## config.mk

```make
export PLATFORM = sky130hd
export DESIGN_NAME = voice_prompt_frame_queue_flat
export DESIGN_NICKNAME = d
export VERILOG_FILES = /design/src/hdl/vpfq_pkg.sv /design/src/hdl/vpfq_cmd_if.sv /design/src/hdl/vpfq_tx_if.sv /design/src/hdl/voice_prompt_frame_queue.sv /design/src/flat_wrapper.sv
export SDC_FILE = /design/constraint.sdc
export NUM_CORES = 1
export LEC_CHECK = 0
export BUFFER_PORTS_ARGS = -buffer_cell sky130_fd_sc_hd__buf_2
export CORE_ASPECT_RATIO = 1.4
export CORE_MARGIN = 5
export CORE_UTILIZATION = 62
export CTS_CLUSTER_SIZE = 40
export DETAILED_ROUTE_END_ITERATION = 8
export PLACE_DENSITY = 0.79
export SLEW_MARGIN = 20
export SYNTH_ARGS = -nofsm -noshare
export SYNTH_HDL_FRONTEND = slang
export SYNTH_SLANG_ARGS = --single-unit
```

## constraint.sdc

```tcl
create_clock -name clk -period 3.4 [get_ports clk]
set_input_delay 0.68 -clock clk [delete_from_list [all_inputs] [get_ports clk]]
set_output_delay 0.68 -clock clk [all_outputs]
set_load 0.02 [all_outputs]
```

## src/hdl/vpfq_pkg.sv

```systemverilog
// Package: types, constants and helpers for the voice prompt frame queue
`default_nettype none
package vpfq_pkg;

    // Ring store depth and pointer width
    localparam int unsigned QUEUE_SLOTS = 32;
    localparam int unsigned PTR_W       = (QUEUE_SLOTS > 1) ? $clog2(QUEUE_SLOTS) : 1;

    // Play command layout: 7E 04 03 file-high file-low EF
    localparam int unsigned POS_W       = 3;
    localparam logic [7:0]  BYTE_START  = 8'h7E;
    localparam logic [7:0]  BYTE_COUNT  = 8'h04;
    localparam logic [7:0]  BYTE_SELECT = 8'h03;
    localparam logic [7:0]  BYTE_TERM   = 8'hEF;

    typedef logic [PTR_W-1:0] ptr_t;
    typedef logic [POS_W-1:0] pos_t;

    localparam pos_t POS_START   = 3'd0;
    localparam pos_t POS_COUNT   = 3'd1;
    localparam pos_t POS_SELECT  = 3'd2;
    localparam pos_t POS_FILE_HI = 3'd3;
    localparam pos_t POS_FILE_LO = 3'd4;
    localparam pos_t POS_LAST    = 3'd5;

    // Request codes
    typedef enum logic [1:0] {
        REQ_PUSH     = 2'd0,
        REQ_CHECK    = 2'd1,
        REQ_TX_READY = 2'd2
    } req_t;

    // Advance a ring pointer, wrapping at the store depth
    function automatic ptr_t next_slot(input ptr_t p);
        if (p == ptr_t'(QUEUE_SLOTS - 1))
            return '0;
        else
            return p + ptr_t'(1);
    endfunction

    // Select the command byte for a frame position
    function automatic logic [7:0] frame_byte(input pos_t pos, input logic [15:0] file);
        logic [7:0] b;
        unique case (pos)
            POS_START:   b = BYTE_START;
            POS_COUNT:   b = BYTE_COUNT;
            POS_SELECT:  b = BYTE_SELECT;
            POS_FILE_HI: b = file[15:8];
            POS_FILE_LO: b = file[7:0];
            default:     b = BYTE_TERM;
        endcase
        return b;
    endfunction

endpackage
`default_nettype wire

```

## src/hdl/vpfq_cmd_if.sv

```systemverilog
// Interface: request channel carrying prompt pushes, checks and tx-ready events
`default_nettype none
interface vpfq_cmd_if;
    logic        valid;
    logic        ready;
    logic [1:0]  req_type;
    logic [15:0] prompt_number;
    logic        module_busy;

    modport source (output valid, output req_type, output prompt_number,
                    output module_busy, input ready);
    modport sink   (input valid, input req_type, input prompt_number,
                    input module_busy, output ready);
endinterface
`default_nettype wire

```

## src/hdl/vpfq_tx_if.sv

```systemverilog
// Interface: result channel carrying command bytes for the serial transmitter
`default_nettype none
interface vpfq_tx_if;
    logic       valid;
    logic       ready;
    logic [7:0] tx_byte;
    logic       frame_end;

    modport source (output valid, output tx_byte, output frame_end, input ready);
    modport sink   (input valid, input tx_byte, input frame_end, output ready);
endinterface
`default_nettype wire

```

## src/hdl/voice_prompt_frame_queue.sv

```systemverilog
// Top level: prompt ring store and six-byte play command framer
//
//   channel  dir  handshake      payload
//   cmd      in   valid/ready    req_type[1:0], prompt_number[15:0], module_busy
//   tx       out  valid/ready    tx_byte[7:0], frame_end
//   cfg      in   cfg_wr_en      cfg_wr_data (quiet_mode)
//
// One request is taken per cycle while cmd.ready is high; its byte, if any, shows on tx the next cycle.
// The state update and byte select sit between the request edge and the tx register.
// cmd.ready is low only while a byte waits in the tx register and tx.ready is low.
// Reset clears pointers, frame state, quiet mode and tx valid; no clearing pass.
`default_nettype none
module voice_prompt_frame_queue (
    input  wire logic clk,
    input  wire logic rst_n,
    vpfq_cmd_if.sink  cmd,
    vpfq_tx_if.source tx,
    input  wire logic cfg_wr_en,
    input  wire logic cfg_wr_data
);
    import vpfq_pkg::*;

    logic [15:0] prompt_store [QUEUE_SLOTS];

    ptr_t        wr_ptr_reg, wr_ptr_next;
    ptr_t        rd_ptr_reg, rd_ptr_next;
    pos_t        pos_reg, pos_next;
    logic        frame_active_reg, frame_active_next;
    logic        quiet_mode_reg;
    logic [15:0] current_file_reg;
    logic        tx_valid_reg, tx_valid_next;
    logic [7:0]  tx_byte_reg, tx_byte_next;
    logic        frame_end_reg, frame_end_next;

    logic accept, do_push, do_start, do_advance, do_finish, emit;
    req_t req;

    // Take a request when the tx register is free or being drained
    assign cmd.ready = !tx_valid_reg || tx.ready;
    assign accept    = cmd.valid && cmd.ready;
    assign req       = req_t'(cmd.req_type);

    // Decode the request
    always_comb
    begin
        do_push    = 1'b0;
        do_start   = 1'b0;
        do_advance = 1'b0;
        do_finish  = 1'b0;
        if (accept)
        begin
            unique case (req)
                REQ_PUSH:
                    do_push = !quiet_mode_reg;
                REQ_CHECK:
                    do_start = (rd_ptr_reg != wr_ptr_reg) && !frame_active_reg
                               && !cmd.module_busy;
                REQ_TX_READY:
                begin
                    do_advance = frame_active_reg && (pos_reg != POS_LAST);
                    do_finish  = frame_active_reg && (pos_reg == POS_LAST);
                end
                default: ;
            endcase
        end
    end

    assign emit = do_start || do_advance;

    // Next pointers, frame state and tx register
    always_comb
    begin
        wr_ptr_next       = do_push  ? next_slot(wr_ptr_reg) : wr_ptr_reg;
        rd_ptr_next       = do_start ? next_slot(rd_ptr_reg) : rd_ptr_reg;
        frame_active_next = frame_active_reg;
        pos_next          = pos_reg;
        if (do_start)
        begin
            frame_active_next = 1'b1;
            pos_next          = POS_START;
        end
        else if (do_advance)
        begin
            pos_next = pos_reg + pos_t'(1);
        end
        else if (do_finish)
        begin
            frame_active_next = 1'b0;
            pos_next          = POS_START;
        end

        tx_valid_next  = tx_valid_reg && !tx.ready;
        tx_byte_next   = tx_byte_reg;
        frame_end_next = frame_end_reg;
        if (emit)
        begin
            tx_valid_next  = 1'b1;
            tx_byte_next   = frame_byte(pos_next, current_file_reg);
            frame_end_next = (pos_next == POS_LAST);
        end
    end

    // Hold control state
    always_ff @(posedge clk or negedge rst_n)
    begin
        if (!rst_n)
        begin
            wr_ptr_reg       <= '0;
            rd_ptr_reg       <= '0;
            pos_reg          <= POS_START;
            frame_active_reg <= 1'b0;
            quiet_mode_reg   <= 1'b0;
            tx_valid_reg     <= 1'b0;
        end
        else
        begin
            wr_ptr_reg       <= wr_ptr_next;
            rd_ptr_reg       <= rd_ptr_next;
            pos_reg          <= pos_next;
            frame_active_reg <= frame_active_next;
            tx_valid_reg     <= tx_valid_next;
            if (cfg_wr_en)
                quiet_mode_reg <= cfg_wr_data;
        end
    end

    // Hold tx payload
    always_ff @(posedge clk)
    begin
        tx_byte_reg   <= tx_byte_next;
        frame_end_reg <= frame_end_next;
    end

    // Write pushed prompts; read the oldest entry when a frame starts
    always_ff @(posedge clk)
    begin
        if (do_push)
            prompt_store[wr_ptr_reg] <= cmd.prompt_number + 16'd1;
        if (do_start)
            current_file_reg <= prompt_store[rd_ptr_reg];
    end

    assign tx.valid     = tx_valid_reg;
    assign tx.tx_byte   = tx_byte_reg;
    assign tx.frame_end = frame_end_reg;

    // A frame only starts from a non-empty queue
    a_start_nonempty: assert property (@(posedge clk) disable iff (!rst_n)
        $rose(frame_active_reg) |-> $past(rd_ptr_reg != wr_ptr_reg))
        else $error("frame started on empty queue");

    // A frame ends only after its terminating byte
    a_end_after_last: assert property (@(posedge clk) disable iff (!rst_n)
        $fell(frame_active_reg) |-> $past(pos_reg == POS_LAST))
        else $error("frame ended early");

    // Byte position stays at zero outside a frame
    a_pos_idle: assert property (@(posedge clk) disable iff (!rst_n)
        !frame_active_reg |-> (pos_reg == POS_START))
        else $error("byte position moved outside a frame");

    // A new frame begins with the start byte
    a_first_byte: assert property (@(posedge clk) disable iff (!rst_n)
        $rose(frame_active_reg) |-> (tx_valid_reg && tx_byte_reg == BYTE_START
                                     && !frame_end_reg))
        else $error("frame did not open with start byte");

    // The end mark accompanies only the terminating byte
    a_end_mark: assert property (@(posedge clk) disable iff (!rst_n)
        (tx_valid_reg && frame_end_reg) |-> (tx_byte_reg == BYTE_TERM
                                             && pos_reg == POS_LAST))
        else $error("end mark on wrong byte");

endmodule
`default_nettype wire

```

## src/flat_wrapper.sv

```systemverilog
// flat-port wrapper written by rule: the top's interface ports become plain ports
module voice_prompt_frame_queue_flat import vpfq_pkg::*;
  (clk, rst_n, cfg_wr_en, cfg_wr_data, cmd_valid, cmd_req_type, cmd_prompt_number, cmd_module_busy, cmd_ready, tx_valid, tx_tx_byte, tx_frame_end, tx_ready);
  vpfq_cmd_if cmd_i ();
  vpfq_tx_if tx_i ();
  input  wire logic clk;
  input  wire logic rst_n;
  input  wire logic cfg_wr_en;
  input  wire logic cfg_wr_data;
  input wire logic [$bits(cmd_i.valid)-1:0] cmd_valid;
  input wire logic [$bits(cmd_i.req_type)-1:0] cmd_req_type;
  input wire logic [$bits(cmd_i.prompt_number)-1:0] cmd_prompt_number;
  input wire logic [$bits(cmd_i.module_busy)-1:0] cmd_module_busy;
  output wire logic [$bits(cmd_i.ready)-1:0] cmd_ready;
  output wire logic [$bits(tx_i.valid)-1:0] tx_valid;
  output wire logic [$bits(tx_i.tx_byte)-1:0] tx_tx_byte;
  output wire logic [$bits(tx_i.frame_end)-1:0] tx_frame_end;
  input wire logic [$bits(tx_i.ready)-1:0] tx_ready;
  assign cmd_i.valid = cmd_valid;
  assign cmd_i.req_type = cmd_req_type;
  assign cmd_i.prompt_number = cmd_prompt_number;
  assign cmd_i.module_busy = cmd_module_busy;
  assign cmd_ready = cmd_i.ready;
  assign tx_valid = tx_i.valid;
  assign tx_tx_byte = tx_i.tx_byte;
  assign tx_frame_end = tx_i.frame_end;
  assign tx_i.ready = tx_ready;
  voice_prompt_frame_queue u_core (.clk(clk), .rst_n(rst_n), .cmd(cmd_i), .tx(tx_i), .cfg_wr_en(cfg_wr_en), .cfg_wr_data(cfg_wr_data));
endmodule
```

# == Word-level counts from Yosys, hierarchy flattened ==
# Memories as Yosys holds them, arrays and structs flattened. A register that Yosys moved wholly into a read port is not among the register bits.
# Index checks and enable logic that the tools add are counted.
# W data, S select, Z words.
# classes
n_mux,20
n_addsub,4
reduce_logical,17
n_eq_ne,13
# ops
operator,count
$pmux W8 S5,1
$add A16 B1 Y16 const B,1
$mux W1,14
$add A5 B1 Y5 const B,2
$eq A5 B5 Y1 const B,2
$mux W5,2
$eq A3 B3 Y1 const B,3
$mux W3,3
$eq A3 B2 Y1 const B,2
$logic_and A1 B1 Y1,6
$logic_not A1 Y1,5
$ne A5 B5 Y1,1
$add A3 B1 Y3 const B,1
$eq A3 B1 Y1 const B,1
$logic_not A3 Y1,1
$ne A3 B3 Y1 const B,1
$eq A2 B1 Y1 const B,1
$eq A2 B2 Y1 const B,1
$logic_not A2 Y1,1
$logic_or A1 B1 Y1,2
$ne A2 B1 Y1 const B,1
$reduce_and A2 Y1,1
$reduce_bool A2 Y1,1
# word_totals
regBits,25
n_memories,1
wordCells,63
inputBits,25
mem_bits_rw,512
out_inout_bits,11
# memory_table
memory,depth,word_bits,read_ports,rd_clocked_by_memory_dff,write_ports,line,text
u_core.prompt_store,32,16,1,1,1,voice_prompt_frame_queue.sv:23,logic [15:0] prompt_store [QUEUE_SLOTS];

# == Depth between registers and ports, before layout ==
# depth
ltp_word,9
mapped_depth,9
mapped_depth_nobuf,7

# == Least setup slack after synthesis ==
# No wires, ideal clock.
# synth_timing
kind,input to register
startpoint,input port tx_ready
endpoint,memory u_core.prompt_store[31][0] (enable)
required_ps,3012
stages,6
n_path_buf,2
path_slack_ps,462
arrival_ps,2549
setup_time_ps,388
path_cell_list,nand2b_1 > clkbuf_1 > and4b_1 > clkbuf_1 > nand2_1 > nor2_1
# synth_between
elab_chain_len,5
# synth_lines
element,line,text
from (decl),flat_wrapper.sv:18,input wire logic [$bits(tx_i.ready)-1:0] tx_ready;
$logic_or A1 B1 Y1,voice_prompt_frame_queue.sv:39,assign cmd.ready = !tx_valid_reg || tx.ready;
named net cmd_ready,flat_wrapper.sv:14,output wire logic [$bits(cmd_i.ready)-1:0] cmd_ready;
$logic_and A1 B1 Y1,voice_prompt_frame_queue.sv:40,assign accept = cmd.valid && cmd.ready;
$mux W1,voice_prompt_frame_queue.sv:50,if (accept)
$mux W1,voice_prompt_frame_queue.sv:137,if (do_push)
$mux W1 (implied by the code),voice_prompt_frame_queue.sv:138,prompt_store[wr_ptr_reg] <= cmd.prompt_number + 16'd1;
to (decl),voice_prompt_frame_queue.sv:23,
# The timed path passes the listed nets, and every way through them passes these cells.

# == Worst setup path in the final report ==
# layout_timing
startpoint,register u_core.rd_ptr_reg[0]
endpoint,"register u_core.current_file_reg[14] (read register of u_core.prompt_store), data pin"
# layout_between
elab_chain_len,5
# layout_lines
element,line,text
from (decl),voice_prompt_frame_queue.sv:26,"ptr_t rd_ptr_reg, rd_ptr_next;"
from (signal assigned),voice_prompt_frame_queue.sv:118,rd_ptr_reg <= rd_ptr_next;
$ne A5 B5 Y1,voice_prompt_frame_queue.sv:56,do_start = (rd_ptr_reg != wr_ptr_reg) && !frame_active_reg
$logic_and A1 B1 Y1,voice_prompt_frame_queue.sv:56,
$logic_and A1 B1 Y1,voice_prompt_frame_queue.sv:57,&& !cmd.module_busy;
$mux W1,voice_prompt_frame_queue.sv:52,unique case (req)
$mux W1,voice_prompt_frame_queue.sv:50,
to (decl),voice_prompt_frame_queue.sv:30,logic [15:0] current_file_reg;
# Several ways; a longest one is shown, not always the timed one.
# A chain may end at the register's enable or synchronous reset.

==> flow_metrics.tcl <==
set metrics [dict create \
    cts_resized 0 \
    max_freq_mhz 376 \
    yosys.cell_count.top_type "edfxtp_1" \
    track_usage_pct 25.6 \
    max_stage_delay_ns 0.62 \
    cp_max_fo 16 \
    clkSinkCount 553 \
    startpoint_type "flop" \
    vias 10513 \
    synth_common_cells "537 x edfxtp_1, 160 x mux4_2, 47 x nor2_1" \
    fin_crit_ns 2.66 \
    sw_frac_of_total_pct 26.4 \
    comb_power_share_pct 24.0 \
    p_sw_mw 4.60 \
    core_area_mm2 0.0349 \
    portBuffers 35 \
    root_buffer "clkbuf_16" \
    finish.utilization_pct 70.8 \
    syn_inst 977 \
    drt_wl_total_um 48100 \
    grt_overflow 0 \
    synth_nets 1012 \
    cp.required_ns 3.71 \
    synth_top_flop_cell "edfxtp_1" \
    drive_gt1_share_pct 37.0 \
    hold_ws_ns 0.0343 \
    synth.area.top_cells "edfxtp_1 74%, mux4_2 17%, dfrtp_1 1.8%" \
    max-slew-margin-rel_pct 34.8 \
    cts_hold_buf 0 \
    dp_hpwl_um 28000 \
    cts_buffers 48 \
    grt_max_degree 38 \
    die_h_um 232 \
    drcViolationCount 0 \
    report.final.slew_viol_count 0 \
    grt_pass1_wl_um 72400 \
    rsz0062_at_grt "no" \
    seq_power_share_pct 45.6 \
    setup.worst_path.class "flop to flop" \
    cts_setup_buffers 0 \
    cts_max_path_buffers 3 \
    async_flop_share_pct 2.89 \
    dieArea_mm2 0.0391 \
    internal_power_mw 12.8 \
    critPathSlowestCell "mux4_2" \
    worstHoldPathType "input pin to async pin" \
    dp_slack_ns 0.660 \
    insertion_delay_ns 0.56 \
    drt-initial-drc-count 1378 \
    yosys_register_bits 553 \
    maxCapViolCount 0 \
    end_kind "flop" \
    power_frac_clock_pct 30.4 \
    synth_area_leader_cell "edfxtp_1" \
    synth_enable_flop_cells 537 \
    synth.top_cell.area_share_pct 74.0 \
    htreeDepth 2 \
    ant_nets 0 \
    ys_seq_area_share_pct 75.8 \
    antenna_found_initial 2 \
    start_util_pct 62.5 \
    setup_ws_ns 0.740 \
    power_density_mw_per_mm2 706 \
    period_share_pct 78.2 \
    cts.reportedPaths.clkPinSlew_ns 0.07 \
    wl_per_cell_um 30.4 \
    syn2layout_area_growth_pct 13.3 \
    ios 36 \
    tns_ns 0 \
    crit_path_cell_trace "buf_4 > mux4_2 > mux4_2 > mux2_2" \
    gp_congestion 0.844 \
    arrival_ns 2.97 \
    synth_area_per_cell_um2 22.3 \
    largest_reg_flops 512 \
    fill_cells 1992 \
    netlist_area_mm2 0.0218 \
    die_w_um 168 \
    worst_path_most_repeated_cell "mux4_2" \
    hold_viol 0 \
    finClkSkew_ns 0.0183 \
    setup_violations 0 \
    cts_tree "yes" \
    tightest_slew_ns 0.978 \
    total_power_mw 17.4 \
    fp-row-count 81 \
    dr.pass1.iters 5 \
    yosysWarnings 0 \
    viasPerCell 6.63 \
    final_nets 1127 \
    status "finished, final reports clean" \
    p_leak_nw 7.97 \
    peakVddDrop_mv 0.376 \
    grt_pass1_vias 11118 \
    ys_types 45 \
]
==> logic make-up (layout without fill, tap and decap cells) <==
logic type / after synthesis / after routing / share of synthesized area, %
AOI/OAI and AO/OA: 34 / 34 / 1.05
buffers and inverters: 56 / 208 / 1.34
and+or+nand+nor: 121 / 121 / 2.71
muxes: 183 / 183 / 17.7
adders and majority gates: 10 / 10 / 0.574
DFF: 553 / 553 / 75.8
other: 0 / 1 / 0
xor gates and xnor gates: 20 / 20 / 0.804
==> critical path: cells and delay by family (launching register included) <==
family   cells  cell delay, ns
buf+inv      1            0.39
flops        1            0.58
mux          3            1.43
==> metrics by stage <==
stage               instance area, um2  std cells
finish                           24700       1586
global route                     24700       1585
CTS                              24700       1585
detailed placement               23200       1498
global placement                 23200       1498
floorplan                        21800        977
==> area by class of cell <==
class / count / area (um2) / share of cell area (%)
well taps: 456 / 571 / 2.31
clock inverters: 35 / 278 / 1.12
multi-input cells: 368 / 5180 / 21.0
clock buffers: 52 / 1240 / 5.01
repair buffers: 114 / 868 / 3.52
flip-flops and latches: 553 / 16500 / 67.0
inverters: 7 / 26.3 / 0.106
diodes: 1 / 2.50 / 0.0101
==> final timing paths <==
| kind | from | to | slack [ns] | cells past startpoint |
|---|---|---|---|---|
| setup reg to reg | u_core.rd_ptr_reg[0] | u_core.current_file_reg[14] | 0.74 | 4 |
| hold / removal | rst_n | u_core.frame_active_reg | 0.03 | 1 |
| max in group asynchronous | rst_n | u_core.rd_ptr_reg[0] | 3.05 | 1 |
| hold reg to reg | u_core.frame_active_reg | u_core.frame_active_reg | 0.52 | 1 |
| setup / recovery | u_core.rd_ptr_reg[0] | u_core.current_file_reg[14] | 0.74 | 4 |
| min in group clk | cfg_wr_data | u_core.quiet_mode_reg | 0.37 | 2 |
==> cell usage in the layout (no fill, tap or decap), types with 10 or more instances in the layout <==
cell type and count:
buf_4 71, mux2_2 18, clkinv_1 12, nor2_1 15
ha_1 10, buf_2 35, clkbuf_16 49, dfrtp_1 12
clkinv_2 13, nor2_2 32, nand3_1 10, o21ai_0 10
mux4_2 160, nand2_1 22, edfxtp_1 537
==> power groups by stage <==
| stage | sequential, mW | clock [mW] | combinational [mW] |
|---|---|---|---|
| 3_3_place_gp | 8.09 | 0 | 4.01 |
| 4_1_cts | 7.96 | 5.36 | 4.22 |
| 5_1_grt | 7.97 | 5.69 | 4.45 |
| 2_1_floorplan | 7.92 | 0 | 3.24 |
| 3_5_place_dp | 8.10 | 0 | 4.11 |
| 6_report | 7.96 | 5.30 | 4.18 |
==> per-layer routing <==
metal | GRT usage [%] | part of all wire, % | vias up
li1 | - | - | 4321
met1 | 33.7 | 36 | 5553
met2 | 44.3 | 53 | 554
met3 | 4.50 | 7.9 | 85
met4 | 7.84 | 3.0 | 0
met5 | 0 | 0 | -
No activity file was read; power rests on OpenSTA's default activity.
